===== config.mk =====
export PLATFORM = sky130hd
export DESIGN_NAME = arq_send_window_buffer_flat
export DESIGN_NICKNAME = d
export VERILOG_FILES = /design/src/design/arqsw_pkg.sv /design/src/design/arqsw_stream_if.sv /design/src/design/arqsw_ram.sv /design/src/design/arqsw_mod.sv /design/src/design/arq_send_window_buffer.sv /design/src/flat_wrapper.sv
export SDC_FILE = /design/constraint.sdc
export NUM_CORES = 2
export LEC_CHECK = 0
export BUFFER_PORTS_ARGS = -buffer_cell sky130_fd_sc_hd__buf_4
export CELL_PAD_IN_SITES_DETAIL_PLACEMENT = 1
export CELL_PAD_IN_SITES_GLOBAL_PLACEMENT = 2
export CORE_ASPECT_RATIO = 1.1
export CORE_MARGIN = 5
export CORE_UTILIZATION = 43
export CTS_CLUSTER_DIAMETER = 40
export CTS_CLUSTER_SIZE = 30
export DETAILED_ROUTE_END_ITERATION = 7
export GPL_TIMING_DRIVEN = 0
export PLACE_DENSITY = 0.86
export SYNTH_ARGS = -nofsm -noshare
export SYNTH_HDL_FRONTEND = slang
export SYNTH_HIERARCHICAL = 1
export SYNTH_SLANG_ARGS = --single-unit

===== constraint.sdc =====
create_clock -name clk -period 13.58 [get_ports clk]
set_input_delay 2.037 -clock clk [delete_from_list [all_inputs] [get_ports clk]]
set_output_delay 2.037 -clock clk [all_outputs]
set_load 0.01 [all_outputs]

===== src/design/arqsw_pkg.sv =====
`default_nettype none
package arqsw_pkg;

  localparam int SEQ_WIDTH = 32;
  localparam int SIZE_WIDTH = 11;
  localparam int HANDLE_PORT_WIDTH = 16;
  localparam int WSIZE_WIDTH = 5;
  localparam logic [WSIZE_WIDTH-1:0] WINDOW_SIZE_RESET = 5'd16;

  // remainder unit takes this many dividend bits per cycle
  localparam int MOD_STEP_BITS = 8;
  localparam int MOD_CHUNKS = SEQ_WIDTH / MOD_STEP_BITS;

  typedef enum logic [1:0] {
    ACT_ADD  = 2'd0,
    ACT_FIND = 2'd1,
    ACT_ACK  = 2'd2,
    ACT_NONE = 2'd3
  } action_t;

  typedef enum logic [2:0] {
    ST_IDLE,
    ST_MOD,
    ST_FIND,
    ST_ACK,
    ST_RESULT
  } state_t;

  typedef struct packed {
    action_t                        action;
    logic [SEQ_WIDTH-1:0]           seq_num;
    logic [SIZE_WIDTH-1:0]          frame_size;
    logic [HANDLE_PORT_WIDTH-1:0]   buffer_handle;
    logic [SEQ_WIDTH-1:0]           ack_seq;
  } request_t;

  typedef struct packed {
    logic                           found;
    logic [SIZE_WIDTH-1:0]          size_out;
    logic [HANDLE_PORT_WIDTH-1:0]   handle_out;
    logic [SEQ_WIDTH-1:0]           lower_out;
    logic [SEQ_WIDTH-1:0]           upper_out;
  } result_t;

  typedef struct packed {
    logic [WSIZE_WIDTH-1:0] window_size;
  } cfg_t;

endpackage
`default_nettype wire


===== src/design/arqsw_stream_if.sv =====
`default_nettype none
interface arqsw_stream_if #(parameter type payload_t = logic) ();
  logic     valid;
  logic     ready;
  payload_t payload;

  modport source (output valid, output payload, input ready);
  modport sink (input valid, input payload, output ready);
endinterface
`default_nettype wire


===== src/design/arqsw_ram.sv =====
`default_nettype none
module arqsw_ram #(
  parameter int WIDTH = 8,
  parameter int DEPTH = 16,
  localparam int AW = (DEPTH > 1) ? $clog2(DEPTH) : 1
) (
  input  wire logic                 clk,
  input  wire logic                 we,
  input  wire logic [AW-1:0]        waddr,
  input  wire logic [WIDTH-1:0]     wdata,
  input  wire logic [AW-1:0]        raddr,
  output logic      [WIDTH-1:0]     rdata
);
  logic [WIDTH-1:0] mem [DEPTH];

  always_ff @(posedge clk) begin
    if (we) begin
      mem[waddr] <= wdata;
    end
    rdata <= mem[raddr];
  end
endmodule
`default_nettype wire


===== src/design/arqsw_mod.sv =====
`default_nettype none
// sequence number modulo window size, a few dividend bits per cycle
module arqsw_mod #(
  parameter int WINDOW_DEPTH = 16,
  localparam int AW = (WINDOW_DEPTH > 1) ? $clog2(WINDOW_DEPTH) : 1,
  localparam int NW = $clog2(WINDOW_DEPTH + 1)
) (
  input  wire logic                                clk,
  input  wire logic                                rst,
  input  wire logic                                start,
  input  wire logic [arqsw_pkg::SEQ_WIDTH-1:0]     dividend,
  input  wire logic [NW-1:0]                       divisor,
  output logic                                     done,
  output logic      [AW-1:0]                       rem
);
  localparam int CW = (arqsw_pkg::MOD_CHUNKS > 1) ? $clog2(arqsw_pkg::MOD_CHUNKS) : 1;

  logic                              busy;
  logic [CW-1:0]                     cnt;
  logic [arqsw_pkg::SEQ_WIDTH-1:0]   sh;
  logic [NW-1:0]                     acc;
  logic [NW-1:0]                     acc_next;
  logic [NW:0]                       trial;

  // restoring remainder steps, acc stays below divisor
  always_comb begin
    acc_next = acc;
    trial = '0;
    for (int k = 0; k < arqsw_pkg::MOD_STEP_BITS; k++) begin
      trial = {acc_next, sh[arqsw_pkg::SEQ_WIDTH-1-k]};
      if (trial >= {1'b0, divisor}) begin
        trial = trial - {1'b0, divisor};
      end
      acc_next = trial[NW-1:0];
    end
  end

  always_ff @(posedge clk) begin
    if (rst) begin
      busy <= 1'b0;
      done <= 1'b0;
    end else begin
      done <= 1'b0;
      if (start) begin
        busy <= 1'b1;
      end else if (busy && cnt == CW'(arqsw_pkg::MOD_CHUNKS - 1)) begin
        busy <= 1'b0;
        done <= 1'b1;
      end
    end
  end

  always_ff @(posedge clk) begin
    if (start) begin
      sh  <= dividend;
      acc <= '0;
      cnt <= '0;
    end else if (busy) begin
      sh  <= sh << arqsw_pkg::MOD_STEP_BITS;
      acc <= acc_next;
      cnt <= cnt + CW'(1);
    end
  end

  assign rem = AW'(acc);
endmodule
`default_nettype wire


===== src/design/arq_send_window_buffer.sv =====
`default_nettype none
// Selective-repeat send window. An item is taken only while the block is idle and its result
// leaves through one output register. An add or a find first starts the remainder unit from a
// register, which then turns the sequence number into a slot at eight sequence bits per cycle;
// an add then writes the slot memory and a find reads it and takes the read data in a state of
// its own, and then the result register is loaded. Acknowledge walks the slots in use one memory
// read per cycle before its result is loaded; the unused action code goes straight to the result
// register. The block returns to idle as the result is loaded, so the next item can be taken
// while that result still waits; a result the receiver has not taken holds the next result back.
// Slot contents live in one memory; the valid marks are flops and come up cleared after reset.
// Configuration writes are always accepted and must only be made while the block is idle.
module arq_send_window_buffer #(
  parameter int WINDOW_DEPTH = 16,
  parameter int HANDLE_WIDTH = 16
) (
  input  wire logic       clk,
  input  wire logic       rst,
  arqsw_stream_if.sink    request,
  arqsw_stream_if.sink    cfg,
  arqsw_stream_if.source  result
);
  localparam int AW = (WINDOW_DEPTH > 1) ? $clog2(WINDOW_DEPTH) : 1;
  localparam int NW = $clog2(WINDOW_DEPTH + 1);
  localparam int SW = arqsw_pkg::SEQ_WIDTH;
  localparam int ZW = arqsw_pkg::SIZE_WIDTH;
  localparam int EW = SW + ZW + HANDLE_WIDTH;
  localparam int RESET_SIZE = (int'(arqsw_pkg::WINDOW_SIZE_RESET) > WINDOW_DEPTH) ?
                              WINDOW_DEPTH : int'(arqsw_pkg::WINDOW_SIZE_RESET);

  arqsw_pkg::state_t                      state;
  arqsw_pkg::state_t                      state_next;
  arqsw_pkg::request_t                    item;
  arqsw_pkg::result_t                     out_data;

  logic [arqsw_pkg::WSIZE_WIDTH-1:0]      window_size;
  logic [NW-1:0]                          n;
  logic [WINDOW_DEPTH-1:0]                valid;
  logic [SW-1:0]                          lower;
  logic [SW-1:0]                          upper;
  logic                                   out_valid;
  logic                                   out_load;

  logic [AW-1:0]                          idx;
  logic [NW-1:0]                          wi;
  logic                                   chk_pend;
  logic [AW-1:0]                          chk_idx;

  logic                                   res_found;
  logic [ZW-1:0]                          res_size;
  logic [arqsw_pkg::HANDLE_PORT_WIDTH-1:0] res_handle;

  logic                                   mod_start;
  logic                                   mod_start_q;
  logic                                   mod_done;
  logic [AW-1:0]                          mod_rem;

  logic                                   ram_we;
  logic [AW-1:0]                          ram_raddr;
  logic [EW-1:0]                          ram_wdata;
  logic [EW-1:0]                          ram_rdata;
  logic [SW-1:0]                          rd_seq;
  logic [ZW-1:0]                          rd_size;
  logic [HANDLE_WIDTH-1:0]                rd_handle;
  logic                                   ack_end;

  assign cfg.ready = 1'b1;

  // slots in use, clamped to 1..depth
  always_comb begin
    if (window_size == '0) begin
      n = NW'(1);
    end else if (int'(window_size) > WINDOW_DEPTH) begin
      n = NW'(WINDOW_DEPTH);
    end else begin
      n = NW'(window_size);
    end
  end

  arqsw_mod #(
    .WINDOW_DEPTH (WINDOW_DEPTH)
  ) u_mod (
    .clk      (clk),
    .rst      (rst),
    .start    (mod_start),
    .dividend (item.seq_num),
    .divisor  (n),
    .done     (mod_done),
    .rem      (mod_rem)
  );

  assign ram_wdata = {item.seq_num, item.frame_size, HANDLE_WIDTH'(item.buffer_handle)};
  assign {rd_seq, rd_size, rd_handle} = ram_rdata;

  arqsw_ram #(
    .WIDTH (EW),
    .DEPTH (WINDOW_DEPTH)
  ) u_slots (
    .clk   (clk),
    .we    (ram_we),
    .waddr (mod_rem),
    .wdata (ram_wdata),
    .raddr (ram_raddr),
    .rdata (ram_rdata)
  );

  assign ack_end = (wi == n) && !chk_pend;
  assign out_load = (state == arqsw_pkg::ST_RESULT) && (!out_valid || result.ready);
  assign request.ready = (state == arqsw_pkg::ST_IDLE);
  assign result.valid = out_valid;
  assign result.payload = out_data;

  always_ff @(posedge clk) begin
    if (rst) begin
      state <= arqsw_pkg::ST_IDLE;
    end else begin
      state <= state_next;
    end
  end

  always_comb begin
    state_next = state;
    ram_we     = 1'b0;
    ram_raddr  = wi[AW-1:0];
    unique case (state)
      arqsw_pkg::ST_IDLE: begin
        if (request.valid) begin
          unique case (request.payload.action)
            arqsw_pkg::ACT_ADD,
            arqsw_pkg::ACT_FIND: state_next = arqsw_pkg::ST_MOD;
            arqsw_pkg::ACT_ACK:  state_next = arqsw_pkg::ST_ACK;
            arqsw_pkg::ACT_NONE: state_next = arqsw_pkg::ST_RESULT;
          endcase
        end
      end
      arqsw_pkg::ST_MOD: begin
        ram_raddr = mod_rem;
        if (mod_done) begin
          if (item.action == arqsw_pkg::ACT_ADD) begin
            ram_we     = 1'b1;
            state_next = arqsw_pkg::ST_RESULT;
          end else begin
            state_next = arqsw_pkg::ST_FIND;
          end
        end
      end
      arqsw_pkg::ST_FIND: state_next = arqsw_pkg::ST_RESULT;
      arqsw_pkg::ST_ACK: begin
        if (ack_end) begin
          state_next = arqsw_pkg::ST_RESULT;
        end
      end
      arqsw_pkg::ST_RESULT: begin
        if (out_load) begin
          state_next = arqsw_pkg::ST_IDLE;
        end
      end
      default: state_next = arqsw_pkg::ST_IDLE;
    endcase
  end

  // remainder unit starts in the cycle after the item is taken
  always_ff @(posedge clk) begin
    if (rst) begin
      mod_start_q <= 1'b0;
    end else begin
      mod_start_q <= request.valid && request.ready &&
                     (request.payload.action == arqsw_pkg::ACT_ADD ||
                      request.payload.action == arqsw_pkg::ACT_FIND);
    end
  end

  assign mod_start = mod_start_q;

  always_ff @(posedge clk) begin
    if (rst) begin
      window_size <= arqsw_pkg::WINDOW_SIZE_RESET;
      valid       <= '0;
      lower       <= '0;
      upper       <= SW'(RESET_SIZE);
      out_valid   <= 1'b0;
      chk_pend    <= 1'b0;
    end else begin
      if (cfg.valid) begin
        window_size <= cfg.payload.window_size;
      end
      if (state == arqsw_pkg::ST_MOD && mod_done &&
          item.action == arqsw_pkg::ACT_ADD) begin
        valid[mod_rem] <= 1'b1;
      end
      if (state == arqsw_pkg::ST_ACK) begin
        chk_pend <= (wi != n);
        // empty slots are left alone
        if (chk_pend && valid[chk_idx] && rd_seq < item.ack_seq) begin
          valid[chk_idx] <= 1'b0;
        end
        if (ack_end && lower < item.ack_seq) begin
          lower <= item.ack_seq;
          upper <= item.ack_seq + SW'(n);
        end
      end else begin
        chk_pend <= 1'b0;
      end
      out_valid <= out_load || (out_valid && !result.ready);
    end
  end

  always_ff @(posedge clk) begin
    if (request.valid && request.ready) begin
      item       <= request.payload;
      wi         <= '0;
      res_found  <= 1'b0;
      res_size   <= '0;
      res_handle <= '0;
    end
    if (state == arqsw_pkg::ST_MOD && mod_done) begin
      idx <= mod_rem;
    end
    if (state == arqsw_pkg::ST_FIND && valid[idx]) begin
      res_found  <= 1'b1;
      res_size   <= rd_size;
      res_handle <= arqsw_pkg::HANDLE_PORT_WIDTH'(rd_handle);
    end
    if (state == arqsw_pkg::ST_ACK && wi != n) begin
      chk_idx <= wi[AW-1:0];
      wi      <= wi + NW'(1);
    end
    if (out_load) begin
      out_data.found      <= res_found;
      out_data.size_out   <= res_size;
      out_data.handle_out <= res_handle;
      out_data.lower_out  <= lower;
      out_data.upper_out  <= upper;
    end
  end
endmodule
`default_nettype wire


===== src/flat_wrapper.sv =====
// flat-port wrapper written by rule: the top's interface ports become plain ports
module arq_send_window_buffer_flat 
#(
  parameter int WINDOW_DEPTH = 16,
  parameter int HANDLE_WIDTH = 16
)
  (clk, rst, request_valid, request_payload, request_ready, cfg_valid, cfg_payload, cfg_ready, result_valid, result_payload, result_ready);
  arqsw_stream_if #(.payload_t(arqsw_pkg::request_t)) request_i ();
  arqsw_stream_if #(.payload_t(arqsw_pkg::cfg_t)) cfg_i ();
  arqsw_stream_if #(.payload_t(arqsw_pkg::result_t)) result_i ();
  input  wire logic clk;
  input  wire logic rst;
  input wire logic [$bits(request_i.valid)-1:0] request_valid;
  input wire logic [$bits(request_i.payload)-1:0] request_payload;
  output wire logic [$bits(request_i.ready)-1:0] request_ready;
  input wire logic [$bits(cfg_i.valid)-1:0] cfg_valid;
  input wire logic [$bits(cfg_i.payload)-1:0] cfg_payload;
  output wire logic [$bits(cfg_i.ready)-1:0] cfg_ready;
  output wire logic [$bits(result_i.valid)-1:0] result_valid;
  output wire logic [$bits(result_i.payload)-1:0] result_payload;
  input wire logic [$bits(result_i.ready)-1:0] result_ready;
  assign request_i.valid = request_valid;
  assign request_i.payload = request_payload;
  assign request_ready = request_i.ready;
  assign cfg_i.valid = cfg_valid;
  assign cfg_i.payload = cfg_payload;
  assign cfg_ready = cfg_i.ready;
  assign result_valid = result_i.valid;
  assign result_payload = result_i.payload;
  assign result_i.ready = result_ready;
  arq_send_window_buffer #(.WINDOW_DEPTH(WINDOW_DEPTH), .HANDLE_WIDTH(HANDLE_WIDTH)) u_core (.clk(clk), .rst(rst), .request(request_i), .cfg(cfg_i), .result(result_i));
endmodule

==> flow_summary.toml <==
[run_status]
outcome = "finished clean"

[timing]
finClkSkew_ns = 0.0475
hold_viol_final = 0
finalSetupViolations = 0
fin_crit_ns = 13.22
report.final.slew_viol_count = 0
finalCritPeriodShare_pct = 97.4
timing.fmax_mhz = 75.6
tightest_slew_ns = 1.20
whs_ns = 0.421
slew_headroom_pct = 18.2

[synthesis]
synthesis.area_um2 = 54200
synth_top_cells_by_area = "edfxtp_1, mux4_2, dfxtp_1"
synth.most_common_cell = "edfxtp_1"
yosysWarnings = 6
avgSynthCellArea_um2 = 18.5
synthArstFlopShare_pct = 0
synth_edf_count = 1201
synth_top_flop_cell = "edfxtp_1"
synthCells = 2938
syn-num-nets = 3159
synth_cell_types = 86
synth_commonest_cells = "edfxtp_1, mux4_2, dfxtp_1"
yosys.area.top_type_share_pct = 66.5
ys_ff_latch = 1361
synth_seq_area_share_pct = 72.4
synth_top_cell_by_area = "edfxtp_1"

[worst_setup_path]
max_stage_delay_ns = 0.40
crit_arrival_ns = 13.89
required_ns = 14.24
worstPathMaxFanout = 10
critPathKind = "reg -> reg"
cp_slowest_cell = "fa_2"
worstSetupEndpointType = "flip-flop"
worst_path_most_repeated_cell = "ha_1"
cp-start-kind = "flip-flop"

[layout]
syn2layout_area_growth_pct = 19.7
drive_gt1_share_pct = 29.9
final_area_um2 = 64900
fin_util_pct = 51.8
fin_cells = 5172
finalNetCount = 3610

[die]
die-area_um2 = 133000
die_y_um = 383
die-width_um = 349
pin_count = 198
start_util_pct = 43.3
core_um2 = 125000
rows = 136

[drt]
vias = 29894
route.detailed.drc = 0
wl_per_cell_um = 28.8
ant_nets = 0
viasPerCell = 5.78
dr.pass1.iters = 5
first_iter_violations = 2855
drt-total-wl_mm = 149

[global_route]
grt_max_degree = 49
grt_usage_pct = 22.1
antenna_found_initial = 5
grt_pass1_wl_mm = 217
first_global_vias = 31670
overflow = 0

[placement]
place_hpwl_mm = 97.9
globalplace.congestion = 0.813
place_area_um2 = 59000
place_inst = 4854
place.port_buffers = 195

[run]
maxCapViolations = 0

[clock_tree]
cts_tree = "built"
clk_latency_ns = 0.78
cts.sinks = 1361
cts_buffers = 148
cts_htree_levels = 4
cts_buffer_depth = 3
ctsRootBufferMaster = "clkbuf_16"
path_clk_slew_ns = 0.06
hold_buffers = 0

[min_path]
hold_class = "reg -> reg"
==> sequential cells by signal, indices dropped and copies added, names as in the netlist, 2 cells and up <==
register	flops
u_core/chk_idx	4
u_core/idx	4
u_core/item	93
u_core/lower	32
u_core/res_handle	16
u_core/res_size	11
u_core/result.payload	92
u_core/state	3
u_core/u_mod/acc	5
u_core/u_mod/cnt	2
u_core/u_mod/sh	32
u_core/u_slots/mem	944
u_core/u_slots/rdata	59
u_core/upper	32
u_core/valid	16
u_core/wi	5
u_core/window_size	5
==> metrics by stage <==
step                      setup slack (ns)  TNS, ns
final                                0.356        0
after global routing                -0.108   -0.468
after CTS                           0.0288        0
after detailed placement             -2.50   -12.36
after global placement               -2.49   -12.29
after floorplan                     0.0504        0
==> critical path: cells and delay by family, from the launching register on <==
kind / cells / cell delay (ns)
AO/OA/AOI/OAI: 29 / 5.47
adder cells (fa/ha/maj): 9 / 2.68
AND/OR/NAND/NOR: 14 / 2.12
multiplexers: 6 / 1.37
buffers and inverters: 11 / 1.15
flip-flops: 1 / 0.35
==> worst paths after layout <==
| check | slack (ns) | startpoint | to | depth (start not counted) |
|---|---|---|---|---|
| max | 0.36 | u_core/window_size[1] | u_core/u_mod/acc[1] | 69 |
| min | 0.42 | u_core/res_handle[14] | u_core/result.payload[78] | 0 |
| max reg2reg | 0.36 | u_core/window_size[1] | u_core/u_mod/acc[1] | 69 |
| min reg2reg | 0.42 | u_core/res_handle[14] | u_core/result.payload[78] | 0 |
==> final cells by class <==
| type | instances | area (µm²) |
|---|---|---|
| Buffer | 132 | 716 |
| Clock inverter | 107 | 1130 |
| Antenna cell | 2 | 5.00 |
| Inverter | 77 | 320 |
| Tap cell | 1656 | 2070 |
| Multi-Input combinational cell | 1366 | 14500 |
| Timing Repair Buffer | 303 | 2930 |
| Fill cell | 11540 | 60300 |
| Clock buffer | 168 | 3960 |
| Sequential cell | 1361 | 39300 |
==> cell families (layout without fill, tap and decap cells) <==
logic type | Yosys count | in the layout | share of synthesized area (%)
compound gates | 339 | 339 | 4.45
xor+xnor | 55 | 55 | 0.888
fa+ha+maj | 118 | 118 | 2.85
buf+inv | 211 | 787 | 1.85
flops | 1361 | 1361 | 72.4
mux | 363 | 363 | 12.7
other cells | 1 | 3 | 0.00691
simple gates | 490 | 490 | 4.84
==> what timing repair did <==
| item | in CTS | in global routing |
|---|---|---|
| setup buffers | 20 | 22 |
| pin swaps | 15 | 24 |
| gates resized for setup | 72 | 26 |
| cloned | 0 | 0 |
| setup endpoints to repair | 5 | 5 |
==> routing by layer <==
layer	up-vias	share of wire (%)	GRT usage [%]
met5	-	0.019	0
met4	4	2.8	6.68
met3	237	7.4	4.10
met2	1408	51	37.9
met1	15583	39	28.7
li1	12662	-	-
==> layout by cell type (no fill, tap or decap), drive strengths merged, types with 18 or more instances in the layout <==
| master | instances |
|---|---|
| edfxtp | 1201 |
| buf | 361 |
| mux4 | 245 |
| clkbuf | 240 |
| dfxtp | 160 |
| a22oi | 120 |
| inv | 110 |
| ha | 109 |
| nor2 | 104 |
| nand2 | 94 |
| nand2b | 79 |
| mux2 | 63 |
| a21oi | 55 |
| mux2i | 55 |
| nor2b | 49 |
| and2 | 45 |
| clkinv | 43 |
| xnor2 | 38 |
| o21ai | 31 |
| a211oi | 30 |
| a21o | 22 |
| nor3 | 22 |
| clkinvlp | 20 |
| nand4 | 19 |
| nand3 | 18 |
Power is not shown: default switching activity piles up to over one toggle a cycle in this logic, so the estimate is an artifact.
